File: src/rtl/core/dda4_pkg.sv
// ----------------------------------------------------------------------------
// dda4_pkg
// Shared types and constants of the four-axis DDA step generator.
// ----------------------------------------------------------------------------
package dda4_pkg;

  localparam int AXES      = 4;
  localparam int PERIOD_W  = 24;
  localparam int PW_W      = 8;
  localparam int CFG_IDX_W = 2;
  localparam int CFG_DAT_W = 8;

  localparam logic [PW_W-1:0] PULSE_WIDTH_RESET = 8'd2;

  localparam logic [CFG_IDX_W-1:0] REG_INVERT_DIRS = 2'd0;
  localparam logic [CFG_IDX_W-1:0] REG_PULSE_WIDTH = 2'd1;

  typedef enum logic [0:0] {
    ACT_PUSH = 1'b0,
    ACT_TICK = 1'b1
  } action_t;

  typedef struct packed {
    logic            accepted;
    logic [AXES-1:0] pins;
    logic [AXES-1:0] dir_levels;
    logic            busy_res;
    logic            segment_done;
  } res_t;

endpackage

File: src/rtl/core/dda4_ifs.sv
// ----------------------------------------------------------------------------
// dda4 channel interfaces
// Segment/tick input channel, result channel and register write channel.
// ----------------------------------------------------------------------------
interface dda4_in_if #(
  parameter int COUNT_BITS = 24
);
  import dda4_pkg::*;

  logic                  valid;
  logic                  ready;
  action_t               action;
  logic [COUNT_BITS-1:0] count_x;
  logic [COUNT_BITS-1:0] count_y;
  logic [COUNT_BITS-1:0] count_z;
  logic [COUNT_BITS-1:0] count_e;
  logic [AXES-1:0]       neg_mask;
  logic [PERIOD_W-1:0]   period_ticks;

  modport source (output valid, action, count_x, count_y, count_z, count_e, neg_mask,
                  period_ticks, input ready);
  modport sink (input valid, action, count_x, count_y, count_z, count_e, neg_mask,
                period_ticks, output ready);
endinterface

interface dda4_out_if;
  import dda4_pkg::*;

  logic            valid;
  logic            ready;
  logic            accepted;
  logic            pin_x;
  logic            pin_y;
  logic            pin_z;
  logic            pin_e;
  logic [AXES-1:0] dir_levels;
  logic            busy_res;
  logic            segment_done;

  modport source (output valid, accepted, pin_x, pin_y, pin_z, pin_e, dir_levels, busy_res,
                  segment_done, input ready);
  modport sink (input valid, accepted, pin_x, pin_y, pin_z, pin_e, dir_levels, busy_res,
                segment_done, output ready);
endinterface

interface dda4_cfg_if;
  import dda4_pkg::*;

  logic                 valid;
  logic                 ready;
  logic [CFG_IDX_W-1:0] index;
  logic [CFG_DAT_W-1:0] data;

  modport source (output valid, index, data, input ready);
  modport sink (input valid, index, data, output ready);
endinterface

File: src/rtl/core/four_axis_dda_step_generator_unit.sv
// ----------------------------------------------------------------------------
// four_axis_dda_step_generator_unit
// Segment queue feeding a four-axis DDA step generator with step pulse timing.
// ----------------------------------------------------------------------------
//  Channel  Dir  Beat contents
//  in_ch    in   action, four step counts, neg_mask, period_ticks
//  out_ch   out  accepted, four step pins, dir_levels, busy_res, segment_done
//  cfg_ch   in   register index and write data, always ready
//
//  Each beat passes an input register and then a result register before
//  its result is offered; one beat is taken per cycle unless a result stalls.
//  Queued segments sit in a memory with a prefetched head register, so a
//  finishing segment is replaced in the same cycle. Reset is synchronous and
//  active low. A stalled result holds its register and the input stage backs up.
// ----------------------------------------------------------------------------
module four_axis_dda_step_generator_unit #(
  parameter int FIFO_DEPTH = 16,
  parameter int COUNT_BITS = 24
) (
  input logic      clk,
  input logic      rst_n,
  dda4_in_if.sink  in_ch,
  dda4_out_if.source out_ch,
  dda4_cfg_if.sink cfg_ch
);
  import dda4_pkg::*;

  localparam int PTR_W  = (FIFO_DEPTH > 1) ? $clog2(FIFO_DEPTH) : 1;
  localparam int FILL_W = $clog2(FIFO_DEPTH + 1);
  localparam logic [FILL_W-1:0] DEPTH_F  = FILL_W'(FIFO_DEPTH);
  localparam logic [PTR_W-1:0]  LAST_PTR = PTR_W'(FIFO_DEPTH - 1);

  typedef logic [AXES-1:0][COUNT_BITS-1:0] cnt_vec_t;

  typedef struct packed {
    logic [FILL_W-1:0]     zpre;
    logic [COUNT_BITS-1:0] total;
    logic [AXES-1:0]       neg;
    logic [PERIOD_W-1:0]   period;
    cnt_vec_t              cnt;
  } seg_t;

  // Configuration registers.
  logic [AXES-1:0] inv_r;
  logic [PW_W-1:0] pw_r;

  // Input stage.
  logic                s1_vld_r;
  action_t             s1_act_r;
  cnt_vec_t            s1_cnt_r;
  logic [AXES-1:0]     s1_neg_r;
  logic [PERIOD_W-1:0] s1_per_r;

  // Result stage.
  logic out_vld_r;
  res_t res_r, res_nxt;

  // Generator state.
  logic [FILL_W-1:0]     fill_r, fill_nxt;
  logic [FILL_W-1:0]     tz_r, tz_nxt;
  cnt_vec_t              cnt_r, cnt_nxt;
  cnt_vec_t              acc_r, acc_nxt;
  logic [COUNT_BITS-1:0] total_r, total_nxt;
  logic [COUNT_BITS-1:0] remain_r, remain_nxt;
  logic [PERIOD_W-1:0]   aper_r, aper_nxt;
  logic [PERIOD_W-1:0]   pcnt_r, pcnt_nxt;
  logic [PW_W-1:0]       pulse_cnt_r, pulse_cnt_nxt;
  logic [AXES-1:0]       pulse_axes_r, pulse_axes_nxt;
  logic [AXES-1:0]       dirs_r, dirs_nxt;
  logic                  run_r, run_nxt;

  // Segment queue.
  seg_t              mem [FIFO_DEPTH];
  seg_t              head_r;
  logic              head_vld_r, head_vld_nxt;
  logic [PTR_W-1:0]  wr_ptr_r, rd_ptr_r;
  logic [FILL_W-1:0] mcnt_r, mcnt_nxt;

  logic advance, go;
  logic enq, consume, refill, to_head, mem_we;
  logic load_en;
  seg_t in_seg, load_seg;
  logic [COUNT_BITS-1:0] max01, max23;
  logic [PERIOD_W-1:0]   min_per, load_per;
  logic [COUNT_BITS:0]   sum;
  logic [AXES-1:0]       steps;

  assign advance      = !out_vld_r || out_ch.ready;
  assign in_ch.ready  = !s1_vld_r || advance;
  assign go           = s1_vld_r && advance;
  assign cfg_ch.ready = 1'b1;

  assign out_ch.valid        = out_vld_r;
  assign out_ch.accepted     = res_r.accepted;
  assign out_ch.pin_x        = res_r.pins[0];
  assign out_ch.pin_y        = res_r.pins[1];
  assign out_ch.pin_z        = res_r.pins[2];
  assign out_ch.pin_e        = res_r.pins[3];
  assign out_ch.dir_levels   = res_r.dir_levels;
  assign out_ch.busy_res     = res_r.busy_res;
  assign out_ch.segment_done = res_r.segment_done;

  always_comb begin
    max01 = (s1_cnt_r[0] > s1_cnt_r[1]) ? s1_cnt_r[0] : s1_cnt_r[1];
    max23 = (s1_cnt_r[2] > s1_cnt_r[3]) ? s1_cnt_r[2] : s1_cnt_r[3];
    in_seg.cnt    = s1_cnt_r;
    in_seg.neg    = s1_neg_r;
    in_seg.period = s1_per_r;
    in_seg.zpre   = tz_r;
    in_seg.total  = (max01 > max23) ? max01 : max23;
  end

  always_comb begin
    fill_nxt       = fill_r;
    tz_nxt         = tz_r;
    cnt_nxt        = cnt_r;
    acc_nxt        = acc_r;
    total_nxt      = total_r;
    remain_nxt     = remain_r;
    aper_nxt       = aper_r;
    pcnt_nxt       = pcnt_r;
    pulse_cnt_nxt  = pulse_cnt_r;
    pulse_axes_nxt = pulse_axes_r;
    dirs_nxt       = dirs_r;
    run_nxt        = run_r;
    enq            = 1'b0;
    consume        = 1'b0;
    load_en        = 1'b0;
    load_seg       = in_seg;
    steps          = '0;
    sum            = '0;
    res_nxt        = '0;

    if (go) begin
      if (s1_act_r == ACT_PUSH) begin
        if (fill_r < DEPTH_F) begin
          res_nxt.accepted = 1'b1;
          if (!run_r) begin
            load_en = (in_seg.total != '0);
          end else begin
            fill_nxt = fill_r + FILL_W'(1);
            if (in_seg.total != '0) begin
              enq    = 1'b1;
              tz_nxt = '0;
            end else begin
              tz_nxt = tz_r + FILL_W'(1);
            end
          end
        end
      end else begin
        if (pulse_cnt_r != '0) begin
          pulse_cnt_nxt = pulse_cnt_r - PW_W'(1);
          if (pulse_cnt_nxt == '0) begin
            pulse_axes_nxt = '0;
          end
        end
        if (run_r) begin
          if (pcnt_r > PERIOD_W'(1)) begin
            pcnt_nxt = pcnt_r - PERIOD_W'(1);
          end else begin
            for (int a = 0; a < AXES; a++) begin
              sum = {1'b0, acc_r[a]} + {1'b0, cnt_r[a]};
              if (sum >= {1'b0, total_r}) begin
                sum      = sum - {1'b0, total_r};
                steps[a] = 1'b1;
              end
              acc_nxt[a] = sum[COUNT_BITS-1:0];
            end
            if (steps != '0) begin
              pulse_cnt_nxt  = pw_r;
              pulse_axes_nxt = (pw_r == '0) ? '0 : steps;
            end
            pcnt_nxt = aper_r;
            if (remain_r != '0) begin
              remain_nxt = remain_r - COUNT_BITS'(1);
            end
            if (remain_nxt == '0) begin
              res_nxt.segment_done = 1'b1;
              run_nxt              = 1'b0;
              if (head_vld_r) begin
                consume  = 1'b1;
                load_en  = 1'b1;
                load_seg = head_r;
                fill_nxt = fill_r - FILL_W'(1) - head_r.zpre;
              end else begin
                fill_nxt = '0;
                tz_nxt   = '0;
              end
            end
          end
        end
      end
    end

    min_per  = PERIOD_W'(pw_r) + PERIOD_W'(1);
    load_per = (load_seg.period < min_per) ? min_per : load_seg.period;
    if (load_en) begin
      cnt_nxt    = load_seg.cnt;
      acc_nxt    = '0;
      total_nxt  = load_seg.total;
      remain_nxt = load_seg.total;
      aper_nxt   = load_per;
      pcnt_nxt   = load_per;
      dirs_nxt   = ~load_seg.neg;
      run_nxt    = 1'b1;
    end

    res_nxt.pins       = (pulse_cnt_nxt != '0) ? pulse_axes_nxt : '0;
    res_nxt.dir_levels = dirs_nxt ^ inv_r;
    res_nxt.busy_res   = run_nxt || (fill_nxt != '0);
  end

  always_comb begin
    refill       = (mcnt_r != '0) && (!head_vld_r || consume);
    to_head      = enq && (mcnt_r == '0) && (!head_vld_r || consume);
    mem_we       = enq && !to_head;
    head_vld_nxt = head_vld_r;
    if (refill || to_head) begin
      head_vld_nxt = 1'b1;
    end else if (consume) begin
      head_vld_nxt = 1'b0;
    end
    mcnt_nxt = mcnt_r + FILL_W'(mem_we) - FILL_W'(refill);
  end

  always_ff @(posedge clk) begin
    if (mem_we) begin
      mem[wr_ptr_r] <= in_seg;
    end
    if (refill) begin
      head_r <= mem[rd_ptr_r];
    end else if (to_head) begin
      head_r <= in_seg;
    end
  end

  always_ff @(posedge clk) begin
    if (in_ch.valid && in_ch.ready) begin
      s1_act_r    <= in_ch.action;
      s1_cnt_r[0] <= in_ch.count_x;
      s1_cnt_r[1] <= in_ch.count_y;
      s1_cnt_r[2] <= in_ch.count_z;
      s1_cnt_r[3] <= in_ch.count_e;
      s1_neg_r    <= in_ch.neg_mask;
      s1_per_r    <= in_ch.period_ticks;
    end
    if (go) begin
      res_r <= res_nxt;
    end
    cnt_r   <= cnt_nxt;
    acc_r   <= acc_nxt;
    total_r <= total_nxt;
    aper_r  <= aper_nxt;
  end

  always_ff @(posedge clk) begin
    if (!rst_n) begin
      inv_r        <= '0;
      pw_r         <= PULSE_WIDTH_RESET;
      s1_vld_r     <= 1'b0;
      out_vld_r    <= 1'b0;
      fill_r       <= '0;
      tz_r         <= '0;
      remain_r     <= '0;
      pcnt_r       <= '0;
      pulse_cnt_r  <= '0;
      pulse_axes_r <= '0;
      dirs_r       <= '0;
      run_r        <= 1'b0;
      head_vld_r   <= 1'b0;
      wr_ptr_r     <= '0;
      rd_ptr_r     <= '0;
      mcnt_r       <= '0;
    end else begin
      if (cfg_ch.valid) begin
        case (cfg_ch.index)
          REG_INVERT_DIRS: inv_r <= cfg_ch.data[AXES-1:0];
          REG_PULSE_WIDTH: pw_r  <= cfg_ch.data[PW_W-1:0];
          default: ;
        endcase
      end
      if (in_ch.ready) begin
        s1_vld_r <= in_ch.valid;
      end
      if (advance) begin
        out_vld_r <= go;
      end
      fill_r       <= fill_nxt;
      tz_r         <= tz_nxt;
      remain_r     <= remain_nxt;
      pcnt_r       <= pcnt_nxt;
      pulse_cnt_r  <= pulse_cnt_nxt;
      pulse_axes_r <= pulse_axes_nxt;
      dirs_r       <= dirs_nxt;
      run_r        <= run_nxt;
      head_vld_r   <= head_vld_nxt;
      mcnt_r       <= mcnt_nxt;
      if (mem_we) begin
        wr_ptr_r <= (wr_ptr_r == LAST_PTR) ? '0 : wr_ptr_r + PTR_W'(1);
      end
      if (refill) begin
        rd_ptr_r <= (rd_ptr_r == LAST_PTR) ? '0 : rd_ptr_r + PTR_W'(1);
      end
    end
  end

endmodule

File: src/flat_wrapper.sv
// flat-port wrapper written by rule: the top's interface ports become plain ports
module four_axis_dda_step_generator_unit_flat import dda4_pkg::*;
#(
  parameter int FIFO_DEPTH = 16,
  parameter int COUNT_BITS = 24
)
  (clk, rst_n, in_ch_valid, in_ch_action, in_ch_count_x, in_ch_count_y, in_ch_count_z, in_ch_count_e, in_ch_neg_mask, in_ch_period_ticks, in_ch_ready, out_ch_valid, out_ch_accepted, out_ch_pin_x, out_ch_pin_y, out_ch_pin_z, out_ch_pin_e, out_ch_dir_levels, out_ch_busy_res, out_ch_segment_done, out_ch_ready, cfg_ch_valid, cfg_ch_index, cfg_ch_data, cfg_ch_ready);
  dda4_in_if #(.COUNT_BITS(COUNT_BITS)) in_ch_i ();
  dda4_out_if out_ch_i ();
  dda4_cfg_if cfg_ch_i ();
  input logic clk;
  input logic rst_n;
  input wire logic [$bits(in_ch_i.valid)-1:0] in_ch_valid;
  input wire logic [$bits(in_ch_i.action)-1:0] in_ch_action;
  input wire logic [$bits(in_ch_i.count_x)-1:0] in_ch_count_x;
  input wire logic [$bits(in_ch_i.count_y)-1:0] in_ch_count_y;
  input wire logic [$bits(in_ch_i.count_z)-1:0] in_ch_count_z;
  input wire logic [$bits(in_ch_i.count_e)-1:0] in_ch_count_e;
  input wire logic [$bits(in_ch_i.neg_mask)-1:0] in_ch_neg_mask;
  input wire logic [$bits(in_ch_i.period_ticks)-1:0] in_ch_period_ticks;
  output wire logic [$bits(in_ch_i.ready)-1:0] in_ch_ready;
  output wire logic [$bits(out_ch_i.valid)-1:0] out_ch_valid;
  output wire logic [$bits(out_ch_i.accepted)-1:0] out_ch_accepted;
  output wire logic [$bits(out_ch_i.pin_x)-1:0] out_ch_pin_x;
  output wire logic [$bits(out_ch_i.pin_y)-1:0] out_ch_pin_y;
  output wire logic [$bits(out_ch_i.pin_z)-1:0] out_ch_pin_z;
  output wire logic [$bits(out_ch_i.pin_e)-1:0] out_ch_pin_e;
  output wire logic [$bits(out_ch_i.dir_levels)-1:0] out_ch_dir_levels;
  output wire logic [$bits(out_ch_i.busy_res)-1:0] out_ch_busy_res;
  output wire logic [$bits(out_ch_i.segment_done)-1:0] out_ch_segment_done;
  input wire logic [$bits(out_ch_i.ready)-1:0] out_ch_ready;
  input wire logic [$bits(cfg_ch_i.valid)-1:0] cfg_ch_valid;
  input wire logic [$bits(cfg_ch_i.index)-1:0] cfg_ch_index;
  input wire logic [$bits(cfg_ch_i.data)-1:0] cfg_ch_data;
  output wire logic [$bits(cfg_ch_i.ready)-1:0] cfg_ch_ready;
  assign in_ch_i.valid = in_ch_valid;
  assign in_ch_i.action = in_ch_action;
  assign in_ch_i.count_x = in_ch_count_x;
  assign in_ch_i.count_y = in_ch_count_y;
  assign in_ch_i.count_z = in_ch_count_z;
  assign in_ch_i.count_e = in_ch_count_e;
  assign in_ch_i.neg_mask = in_ch_neg_mask;
  assign in_ch_i.period_ticks = in_ch_period_ticks;
  assign in_ch_ready = in_ch_i.ready;
  assign out_ch_valid = out_ch_i.valid;
  assign out_ch_accepted = out_ch_i.accepted;
  assign out_ch_pin_x = out_ch_i.pin_x;
  assign out_ch_pin_y = out_ch_i.pin_y;
  assign out_ch_pin_z = out_ch_i.pin_z;
  assign out_ch_pin_e = out_ch_i.pin_e;
  assign out_ch_dir_levels = out_ch_i.dir_levels;
  assign out_ch_busy_res = out_ch_i.busy_res;
  assign out_ch_segment_done = out_ch_i.segment_done;
  assign out_ch_i.ready = out_ch_ready;
  assign cfg_ch_i.valid = cfg_ch_valid;
  assign cfg_ch_i.index = cfg_ch_index;
  assign cfg_ch_i.data = cfg_ch_data;
  assign cfg_ch_ready = cfg_ch_i.ready;
  four_axis_dda_step_generator_unit #(.FIFO_DEPTH(FIFO_DEPTH), .COUNT_BITS(COUNT_BITS)) u_core (.clk(clk), .rst_n(rst_n), .in_ch(in_ch_i), .out_ch(out_ch_i), .cfg_ch(cfg_ch_i));
endmodule
File: config.mk
export PLATFORM = sky130hd
export DESIGN_NAME = four_axis_dda_step_generator_unit_flat
export DESIGN_NICKNAME = d
export VERILOG_FILES = /design/src/rtl/core/dda4_pkg.sv /design/src/rtl/core/dda4_ifs.sv /design/src/rtl/core/four_axis_dda_step_generator_unit.sv /design/src/flat_wrapper.sv
export SDC_FILE = /design/constraint.sdc
export NUM_CORES = 2
export LEC_CHECK = 0
export ABC_CLOCK_PERIOD_IN_PS = 20300
export BUFFER_PORTS_ARGS = -buffer_cell sky130_fd_sc_hd__buf_2
export CORE_MARGIN = 5
export CORE_UTILIZATION = 29
export CTS_BUF_LIST = sky130_fd_sc_hd__clkbuf_8
export DETAILED_ROUTE_END_ITERATION = 6
export PLACE_DENSITY = 0.46
export SLEW_MARGIN = 10
export SYNTH_ARGS = -nofsm -noshare
export SYNTH_HDL_FRONTEND = slang
export SYNTH_SLANG_ARGS = --single-unit
File: constraint.sdc
create_clock -name clk -period 20.3 [get_ports clk]
set_input_delay 4.06 -clock clk [delete_from_list [all_inputs] [get_ports clk]]
set_output_delay 4.06 -clock clk [all_outputs]
set_load 0.1 [all_outputs]
==> flow_summary.html <==
<table>
<tr><th>Metric</th><th>Value</th></tr>
<tr><th colspan="2">Outcome</th></tr>
<tr><td>Run status</td><td>finished, final reports clean</td></tr>
<tr><th colspan="2">Hold path</th></tr>
<tr><td>Hold Path Stages</td><td>2</td></tr>
<tr><td>Min-delay src</td><td>u_core.acc_r[0]$_SDFFE_PP0P_</td></tr>
<tr><td>Endpoint of the worst hold path</td><td>u_core.acc_r[0]$_SDFFE_PP0P_</td></tr>
<tr><td>Path category of the worst min-delay check</td><td>reg -&gt; reg</td></tr>
<tr><th colspan="2">Placed design</th></tr>
<tr><td>Placer's final routability congestion estimate</td><td>0.851</td></tr>
<tr><td>HPWL after DPL</td><td>258000 um</td></tr>
<tr><td>Total of buffers placed on input and output ports</td><td>152</td></tr>
<tr><td>Placed cell count</td><td>13600</td></tr>
<tr><th colspan="2">Floorplanning</th></tr>
<tr><td>Total die area</td><td>465000 sq um</td></tr>
<tr><td>Chip height</td><td>682 um</td></tr>
<tr><td>IO Pins</td><td>154</td></tr>
<tr><td>Placeable core region</td><td>449000 sq um</td></tr>
<tr><td>Initial core utilization</td><td>0.291</td></tr>
<tr><td>Placement row count</td><td>246</td></tr>
<tr><td>Die W</td><td>682 um</td></tr>
<tr><th colspan="2">Critical path</th></tr>
<tr><td>Reg2Reg Setup Slack</td><td>9210 ps</td></tr>
<tr><td>Capture instance of the worst register-to-register path</td><td>u_core.mem[2][88]$_DFFE_PP_</td></tr>
<tr><td>WS Path Type</td><td>reg -&gt; reg</td></tr>
<tr><td>Startpoint Class</td><td>flop</td></tr>
<tr><td>R2R cell count</td><td>23</td></tr>
<tr><td>Worst Path Required</td><td>21090 ps</td></tr>
<tr><td>WP data arrival</td><td>11890 ps</td></tr>
<tr><td>R2R Path Start</td><td>u_core.in_seg[20]$_DFFE_PP_</td></tr>
<tr><td>Crit path capture type</td><td>flop</td></tr>
<tr><td>Crit Path Max Fanout</td><td>46</td></tr>
<tr><th colspan="2">Synth</th></tr>
<tr><td>Post-synth top area cell</td><td>edfxtp_1</td></tr>
<tr><td>Net count after synthesis</td><td>8069</td></tr>
<tr><td>Fraction of the yosys area taken by sequential cells</td><td>0.692</td></tr>
<tr><td>Flip-flop and latch count after synthesis</td><td>3084</td></tr>
<tr><td>Number of flops mapped to enable cells by yosys</td><td>2881</td></tr>
<tr><td>Number of distinct standard cells referenced by the synthesized netlist</td><td>83</td></tr>
<tr><td>Fraction of post-synthesis cell area in the top cell type by area</td><td>0.661</td></tr>
<tr><td>Post-Syn Area</td><td>131000 sq um</td></tr>
<tr><td>Number of instances in the synthesized netlist</td><td>7621</td></tr>
<tr><td>Share of flip-flops with an asynchronous set or reset</td><td>0</td></tr>
<tr><td>Most used DFF post-synth</td><td>edfxtp_1</td></tr>
<tr><td>Synth warn</td><td>0</td></tr>
<tr><td>Synthesized area per cell</td><td>17.2 sq um</td></tr>
<tr><td>Cell types with the largest area share after synthesis</td><td>edfxtp_1 (66%), mux4_2 (13%), dfxtp_1 (3.1%), ha_1 (2.9%), nand2_1 (1.6%)</td></tr>
<tr><th colspan="2">Global route</th></tr>
<tr><td>Total routing resource utilization after global routing</td><td>0.175</td></tr>
<tr><td>Number of antenna violations at the first check in global routing</td><td>47</td></tr>
<tr><td>Via count of the first global-routing pass</td><td>75400</td></tr>
<tr><td>Global-route wire length before repair</td><td>584000 um</td></tr>
<tr><td>Maximum number of pins on one net before global-route repair</td><td>177</td></tr>
<tr><td>Total overflow reported by the global router</td><td>0</td></tr>
<tr><th colspan="2">Cells and area</th></tr>
<tr><td>Number of fill cells</td><td>42900</td></tr>
<tr><td>Share of post-route cells with drive strength above 1</td><td>0.236</td></tr>
<tr><td>Area taken by multi-input logic gates</td><td>38300 sq um</td></tr>
<tr><td>Layout overhead on the synthesized area</td><td>14.7%</td></tr>
<tr><td>Area of all sequential standard cells</td><td>90600 sq um</td></tr>
<tr><td>Number of nets in the layout</td><td>8690</td></tr>
<tr><td>Final instance count without filler cells</td><td>14600</td></tr>
<tr><td>Post-route core utilization</td><td>0.334</td></tr>
<tr><th colspan="2">Job</th></tr>
<tr><td>Maximum Capacitance Violations</td><td>0</td></tr>
<tr><th colspan="2">Clock network</th></tr>
<tr><td>Cells resized by post-CTS repair</td><td>0</td></tr>
<tr><td>CTS H-Tree Depth</td><td>6</td></tr>
<tr><td>Clock Sinks</td><td>3084</td></tr>
<tr><td>Clock slew seen by the registers of the worst setup and hold paths</td><td>70 ps</td></tr>
<tr><td>CTS buffer count</td><td>544</td></tr>
<tr><td>Clock tree from TritonCTS</td><td>yes</td></tr>
<tr><td>Clk Tree Root Cell</td><td>clkbuf_8</td></tr>
<tr><td>Hold bufs inserted after CTS</td><td>0</td></tr>
<tr><td>Maximum count of clock buffers along a single path</td><td>4</td></tr>
<tr><td>Insertion delay of the later-clocked pin in the worst-skew pair</td><td>1220 ps</td></tr>
<tr><td>Total setup buffers inserted after CTS</td><td>0</td></tr>
<tr><th colspan="2">Timing</th></tr>
<tr><td>Headroom to the max-slew limit</td><td>0.171</td></tr>
<tr><td>Number of pins exceeding their max-slew limit in the final report</td><td>0</td></tr>
<tr><td>Share of the cycle needed by the critical path after routing</td><td>0.547</td></tr>
<tr><td>Number of hold violations in the final report</td><td>0</td></tr>
<tr><td>Final Setup Violations</td><td>0</td></tr>
<tr><td>Final TNS setup</td><td>0 ps</td></tr>
<tr><td>Max Clk Rate</td><td>90.1 MHz</td></tr>
<tr><td>Slew at the pin closest to its max-slew limit</td><td>1240 ps</td></tr>
<tr><td>Final setup skew</td><td>113 ps</td></tr>
<tr><td>Crit path time final</td><td>11090 ps</td></tr>
<tr><td>RSZ-0062 raised after global routing</td><td>no</td></tr>
<tr><th colspan="2">Route</th></tr>
<tr><td>Number of search-and-repair iterations in the first detailed-routing pass</td><td>6</td></tr>
<tr><td>Number of nets still failing antenna checks after routing</td><td>0</td></tr>
<tr><td>Total routed wirelength</td><td>417000 um</td></tr>
<tr><td>Total vias in the final route</td><td>73700</td></tr>
<tr><td>Iter 0 DRT Violations</td><td>6926</td></tr>
<tr><td>Post-route DRC violation count</td><td>0</td></tr>
<tr><td>Wire length per cell after detailed routing</td><td>28.5 um</td></tr>
<tr><td>Drt via density</td><td>5.05</td></tr>
<tr><th colspan="2">Power</th></tr>
<tr><td>Worst ir drop on vdd</td><td>0.0000693 V</td></tr>
<tr><td>Cell leakage power</td><td>49.4 nW</td></tr>
<tr><td>Tot Pwr</td><td>16.4 mW</td></tr>
<tr><td>Power density over cell area</td><td>110 nW/um^2</td></tr>
</table>
==> flip-flops by register name (all words and copies together), names as in the netlist, 8 cells and up, named ones only <==
register / count
u_core.cnt_r: 96
u_core.pw_r: 8
u_core.acc_r: 96
u_core.s1_per_r: 24
u_core.in_seg: 96
u_core.remain_r: 24
u_core.aper_r: 24
u_core.mem: 2448
u_core.pcnt_r: 24
u_core.pulse_cnt_r: 8
u_core.total_r: 24
u_core.head_r: 153
==> layer usage <==
metal	wire [um]	share of wire	track usage
met2	199000	0.48	0.287
met5	49	0.00012	0
met1	187000	0.45	0.244
met4	10900	0.026	0.0478
met3	19700	0.047	0.0236
==> worst max-delay path: stages, from the launching register on <==
cell and delay, ps:
edfxtp_1 1170, ha_1 330, nand3_1 110, or3_1 370, or4_1 560, a21oi_1 440
o21a_1 260, buf_4 380, mux2_2 400, ha_1 290, nor2b_1 140, o211ai_1 230
a2111oi_0 150, or4b_2 680, o21bai_4 130, buf_4 400, mux2_2 390, o2111a_1 370
a211oi_2 760, nand2_1 350, nor3_2 210, buf_4 830, buf_4 680, buf_4 790
==> cell usage in the layout (no fill, tap or decap), types with 31 or more instances in the layout <==
cell,instances
a211oi_1,128
a21o_1,88
a21oi_1,342
buf_2,152
buf_4,252
clkbuf_8,565
clkinv_1,116
clkinv_2,56
dfxtp_1,199
edfxtp_1,2881
ha_1,298
inv_1,352
mux2_2,133
mux2i_1,138
mux4_2,732
nand2_1,545
nand2b_1,37
nand3_1,77
nand4_1,48
nor2_1,365
nor2b_1,39
nor3_1,81
nor4_1,46
o21a_1,38
o21ai_0,281
o21bai_1,31
xnor2_1,124
xor2_1,69
==> worst max path at each step <==
| stage | from | end | slack [ps] | cells past startpoint |
|---|---|---|---|---|
| CTS | u_core.in_seg[20]$_DFFE_PP_ | u_core.mem[2][88]$_DFFE_PP_ | 9160 | 23 |
| global placement | u_core.in_seg[16]$_DFFE_PP_ | u_core.mem[2][43]$_DFFE_PP_ | 9300 | 23 |
| detailed placement | u_core.in_seg[20]$_DFFE_PP_ | u_core.mem[2][57]$_DFFE_PP_ | 9230 | 23 |
| floorplan | u_core.in_seg[41]$_DFFE_PP_ | u_core.mem[7][0]$_DFFE_PP_ | 2140 | 22 |
| finish | u_core.in_seg[20]$_DFFE_PP_ | u_core.mem[2][88]$_DFFE_PP_ | 9210 | 23 |
| global route | u_core.in_seg[20]$_DFFE_PP_ | u_core.mem[2][90]$_DFFE_PP_ | 8700 | 23 |
==> synth_stat cells, types with 133 or more instances <==
cell type  count
dfxtp_1      203
o21ai_0      283
ha_1         298
nor2_1       373
inv_1        202
a21oi_1      343
mux4_2       732
clkbuf_1     246
nand2_1      547
edfxtp_1    2881
mux2i_1      138
mux2_2       133
==> where the power goes <==
| part | internal [mW] | switching (mW) | leakage (nW) |
|---|---|---|---|
| clock network | 2.74 | 2.68 | 5.68 |
| logic | 1.44 | 2.06 | 15.9 |
| registers | 7.36 | 0.161 | 27.8 |
==> layout make-up <==
| cell class | count | area share |
|---|---|---|
| clock inverter | 387 | 0.0148 |
| antenna | 13 | 0.000217 |
| inverter | 202 | 0.00511 |
| tap | 5952 | 0.0496 |
| clock buffer | 565 | 0.0518 |
| timing repair buffer | 415 | 0.0191 |
| sequential | 3084 | 0.604 |
| multi-input combinational | 3995 | 0.255 |
==> through the flow <==
stage                     area (sq um)  hold slack [ps]  setup WS [ps]
after floorplan                 131000              436           2140
after global placement          140000              443           9300
after detailed placement        140000              449           9230
after CTS                       150000              459           9160
after global routing            150000              489           8700
final                           150000              456           9210
==> kinds of logic after synthesis <==
kind of cell             synth area share
flip-flops                          0.692
XOR/XNOR                           0.0129
multiplexers                        0.148
buffers and inverters              0.0160
adder cells (fa/ha/maj)            0.0300
other                           0.0000287
AO/OA/AOI/OAI                      0.0518
AND/OR/NAND/NOR                    0.0488
Power figures use the tool's default switching activity.
